<file path="src/sv/tdp_pkg.sv">
// Package for the trial-division primality tester.
// Holds the controller state type, the divider status struct and fixed constants.
// No dependencies.
package tdp_pkg;

    // Controller states.
    typedef enum logic [1:0] {
        ST_IDLE,
        ST_CHECK,
        ST_DIV,
        ST_DONE
    } t_state;

    // Status that the serial divider hands back to the controller.
    typedef struct packed {
        logic done;
        logic rem_zero;
    } t_div_status;

    // Small constants of the 6k-1 / 6k+1 scheme.
    localparam int unsigned C_TWO   = 2;
    localparam int unsigned C_THREE = 3;
    localparam int unsigned C_FIRST = 5;
    localparam int unsigned C_STEP  = 6;

endpackage

</file>
<file path="src/sv/tdp_serdiv.sv">
// Bit-serial restoring remainder unit for the primality tester.
// Shifts the dividend in one bit per cycle, MSB first; depends on tdp_pkg.
module tdp_serdiv
    import tdp_pkg::*;
#(
    parameter int NW = 32,
    parameter int DW = 19
) (
    input  logic          i_clk,
    input  logic          i_rst_n,
    input  logic          i_start,
    input  logic [NW-1:0] i_dividend,
    input  logic [DW-1:0] i_divisor,
    output t_div_status   o_status
);

    localparam int CW = (NW > 1) ? $clog2(NW) : 1;

    logic [NW-1:0] r_shift;
    logic [DW-1:0] r_d;
    logic [DW-1:0] r_rem;
    logic [CW-1:0] r_cnt;
    logic          r_busy;
    logic          r_done;
    logic          r_zero;

    logic [DW:0]   w_trial;
    logic [DW:0]   w_diff;
    logic [DW-1:0] n_rem;

    // One restoring step: bring in the next dividend bit, subtract if it fits.
    always_comb begin
        w_trial = {r_rem, r_shift[NW-1]};
        w_diff  = w_trial - {1'b0, r_d};
        if (w_trial >= {1'b0, r_d}) begin
            n_rem = w_diff[DW-1:0];
        end else begin
            n_rem = w_trial[DW-1:0];
        end
    end

    // Control: busy flag, step counter and a one-cycle done pulse.
    always_ff @(posedge i_clk) begin
        if (!i_rst_n) begin
            r_busy <= 1'b0;
            r_done <= 1'b0;
            r_cnt  <= '0;
        end else begin
            r_done <= 1'b0;
            if (i_start && !r_busy) begin
                r_busy <= 1'b1;
                r_cnt  <= CW'(NW - 1);
            end else if (r_busy) begin
                r_cnt <= r_cnt - CW'(1);
                if (r_cnt == '0) begin
                    r_busy <= 1'b0;
                    r_done <= 1'b1;
                end
            end
        end
    end

    // Datapath: dividend shift register, divisor and partial remainder.
    always_ff @(posedge i_clk) begin
        if (i_start && !r_busy) begin
            r_shift <= i_dividend;
            r_d     <= i_divisor;
            r_rem   <= '0;
        end else if (r_busy) begin
            r_shift <= r_shift << 1;
            r_rem   <= n_rem;
            if (r_cnt == '0) begin
                r_zero <= (n_rem == '0);
            end
        end
    end

    assign o_status.done     = r_done;
    assign o_status.rem_zero = r_zero;

endmodule

</file>
<file path="config.mk">
export PLATFORM = sky130hd
export DESIGN_NAME = tdp_serdiv
export DESIGN_NICKNAME = d
export VERILOG_FILES = /design/src/sv/tdp_pkg.sv /design/src/sv/tdp_serdiv.sv
export SDC_FILE = /design/constraint.sdc
export NUM_CORES = 1
export LEC_CHECK = 0
export BUFFER_PORTS_ARGS = -buffer_cell sky130_fd_sc_hd__buf_4
export CAP_MARGIN = 0
export CORE_MARGIN = 2
export CORE_UTILIZATION = 52
export CTS_CLUSTER_DIAMETER = 100
export DETAILED_ROUTE_END_ITERATION = 8
export PLACE_DENSITY = 0.76
export SLEW_MARGIN = 30
export SYNTH_ARGS = -nofsm -noshare
export SYNTH_HDL_FRONTEND = slang
export SYNTH_SLANG_ARGS = --single-unit
</file>
<file path="constraint.sdc">
create_clock -name i_clk -period 3.1 [get_ports i_clk]
set_input_delay 0.31 -clock i_clk [delete_from_list [all_inputs] [get_ports i_clk]]
set_output_delay 0.31 -clock i_clk [all_outputs]
set_load 0.1 [all_outputs]
</file>
==> summary.md <==
| Metric | Value |
|---|---|
| GRT Overall Usage | `22.25%` |
| Hold buffer count at cts | `0` |
| Post-synth top flop | `edfxtp_1` |
| Relative slew margins | `57.66%` |
| FF+latch area | `2085 µm²` |
| Largest net degree at the start of global routing | `52` |
| Clock Skew | `13.39 ps` |
| Required @ worst endpoint | `3200 ps` |
| FFs w/ async S/R, synth | `0%` |
| Avg Inst Size Synth | `11.11 µm²` |
| Final period utilization | `98.46%` |
| Non-Filler Instances | `562` |
| Layout cells sized above 1 | `33.48%` |
| Setup crit start kind | `register` |
| NumNets Final | `531` |
| Setup crit end kind | `register` |
| Number of flops mapped to enable cells by yosys | `52` |
| Final wirelength | `9.603 mm` |
| # DRC | `0` |
| Critical Setup Path Class | `reg2reg` |
| Dpl cells | `535` |
| DP Area | `4800 µm²` |
| CTS tree | `built` |
| Critical-path top delay cell | `or4b_1` |
| Area contributors post-synth | `edfxtp_1 37%, dfxtp_1 12%, mux2_2 8.5%` |
| CP arrival | `3160 ps` |
| Die footprint | `8903 µm²` |
| Run status | `finished clean` |
| HPWL after DPL | `6.735 mm` |
| Clock sink count | `78` |
| Final Hold Viols | `0` |
| Core Box Area | `7807 µm²` |
| Max Cap Viol | `0` |
| Antenna diodes | `0` |
| P&R area growth vs syn | `22.07%` |
| IO Count | `56` |
| H-tree depth | `3` |
| FF+latch count, synth | `78` |
| Post-synthesis cell count | `382` |
| Max Slew Vio Count | `0` |
| CP top delay family | `simple AND/OR/NAND/NOR gates` |
| Worst-Margin Slew | `635.1 ps` |
| GP Congestion | `0.9640` |
| Post-route cell area | `5182 µm²` |
| Initial antenna violation count | `0` |
| Crit path largest cell delay | `540 ps` |
| Min-delay worst type | `in2reg` |
| Syn_nets | `458` |
| Number of routed nets with antenna violations | `0` |
| Clk root buf | `clkbuf_8` |
| Grt ovf | `0` |
| CTS Buf Count | `9` |
| Post-synthesis sequential area ratio | `49.04%` |
| Yosys top cell area share | `36.78%` |
| 1st-pass router iterations | `5` |
| Die Width | `94.36 µm` |
| Pwr per Cell Area | `822.1 nW/µm²` |
| Final min period | `3052 ps` |
| Max Fclk | `327.6 MHz` |
| First-pass GRT wire length | `15.12 mm` |
| CP Buf/Inv Count | `1` |
| YS warnings | `0` |
| Worst-path cell chain | `inv_1 -> ha_2 -> fa_2 -> nand2b_4 -> a211o_1 -> a21oi_2 -> o31a_1 -> nor2_2 -> or4b_1 -> nand3_1 -> nor4_2` |
| FP Rows | `32` |
| Worst vdd ir | `0.3999 mV` |
| Clk_lat worst skew | `360 ps` |
| CTS Buffer Depth | `2` |
| PortBufs | `55` |
| Vias in the first global route | `3,238` |
| Leading area contributor after synthesis | `edfxtp_1` |
| Initial Utilization | `54.38%` |
| Yosys cell types | `61` |
| Die Ht | `94.36 µm` |
| Final setup viols | `0` |
| Iteration-0 DRC count of the detailed router | `176` |
| Fillers | `623` |
| Post-Syn Area | `4245 µm²` |
| Via count | `3,292` |
| TNS Setup | `0 ps` |
| Multi-input gate area | `2088 µm²` |
| Clk slew on worst S/H paths | `90 ps` |
| Via-to-Cell Ratio | `5.858` |
| Max FO, Critical Path | `8` |
| Routed WL per cell | `17.09 µm` |
| Leak Pwr | `2.124 nW` |
final cells by class:
cell class	instances	share of cell area, %
multi-input combinational	260	40.29
clock inverter	6	1.231
timing repair buffer	76	11.15
clock buffer	10	2.463
inverter	30	2.173
tap	102	2.463
sequential	78	40.22
synth_stat cells, types with 4 or more instances:
| master | count |
|---|---|
| inv_1 | 30 |
| and3_1 | 5 |
| ha_1 | 21 |
| a22o_1 | 10 |
| dfxtp_1 | 26 |
| o21ai_0 | 22 |
| nor3_1 | 9 |
| nand3_1 | 9 |
| nand2_1 | 26 |
| xor2_1 | 5 |
| mux2i_1 | 6 |
| mux2_2 | 32 |
| a21o_1 | 6 |
| a21oi_1 | 12 |
| and2_1 | 4 |
| xnor2_1 | 8 |
| edfxtp_1 | 52 |
| nand2b_1 | 6 |
| nor2_1 | 14 |
| nor4_1 | 4 |
| o31ai_1 | 5 |
| clkbuf_1 | 10 |
kinds of logic after synthesis:
family	synth area share, %
AOI/OAI and AO/OA	15.30
xor gates and xnor gates	2.682
adders and majority gates	6.661
buffers and inverters	4.273
DFF	49.04
muxes	9.903
and+or+nand+nor	12.14
layout by cell type, fill, tap and decap left out, types with 6 or more instances in the layout:
cell and count:
edfxtp_1 52, a21oi_1 11, clkbuf_8 9, nor3_1 8, xnor2_1 8, nand2_1 25
dfxtp_1 24, ha_1 17, inv_1 30, a22o_1 10, a21o_1 6, nand3_1 8
buf_4 74, o21ai_0 21, nor2_1 13, mux2_2 32
path summary, 6_finish.rpt:
check,to,cells after the start,start,slack [ps]
worst min-delay path,r_d[3]$_DFFE_PP_,1,i_divisor[3],120
worst max-delay path,r_zero$_DFFE_PP_,11,r_shift[31]$_DFFE_PP_,50
worst min register to register,r_rem[14]$_SDFFE_PP0P_,2,r_rem[14]$_SDFFE_PP0P_,490
worst max register to register,r_zero$_DFFE_PP_,11,r_shift[31]$_DFFE_PP_,50
layer usage:
layer	track usage [%]	vias to the layer above	routed length (µm)
met5	0	-	0
met4	9.903	0	289
met3	7.821	27	804
met2	36.43	144	4415
met1	26.51	1539	4092
li1	-	1582	-
stage by stage:
| stage | hold WS [ps] | power, mW | setup slack, ps | util [%] |
|---|---|---|---|---|
| 3_5_place_dp | 484.7 | 3.270 | 8.872 | 61.47 |
| 2_1_floorplan | 408.9 | 2.780 | 167.8 | - |
| 5_1_grt | 106.9 | 4.509 | -37.08 | 66.38 |
| 3_3_place_gp | 477.6 | 3.231 | 97.91 | 61.47 |
| 6_report | 123.0 | 4.260 | 47.85 | 66.38 |
| 4_1_cts | 114.3 | 4.029 | 22.67 | 64.15 |
flip-flops by register name, indices dropped and copies added (netlist names):
name     flops
r_cnt        5
r_zero       1
r_shift     32
r_rem       19
r_d         19
r_busy       1
r_done       1
where the power goes:
part	internal, mW	switching [mW]	leakage [nW]
combinational	0.944	1.09	1.31
clock	0.371	0.382	0.0923
sequential	1.32	0.152	0.726
timing repair:
action	in CTS	in global routing
endpoints found under the setup margin	1	5
cloned	0	0
pin swaps	1	12
gates resized for setup	1	25
setup buffers	2	9
(Power assumes the default switching activity.)
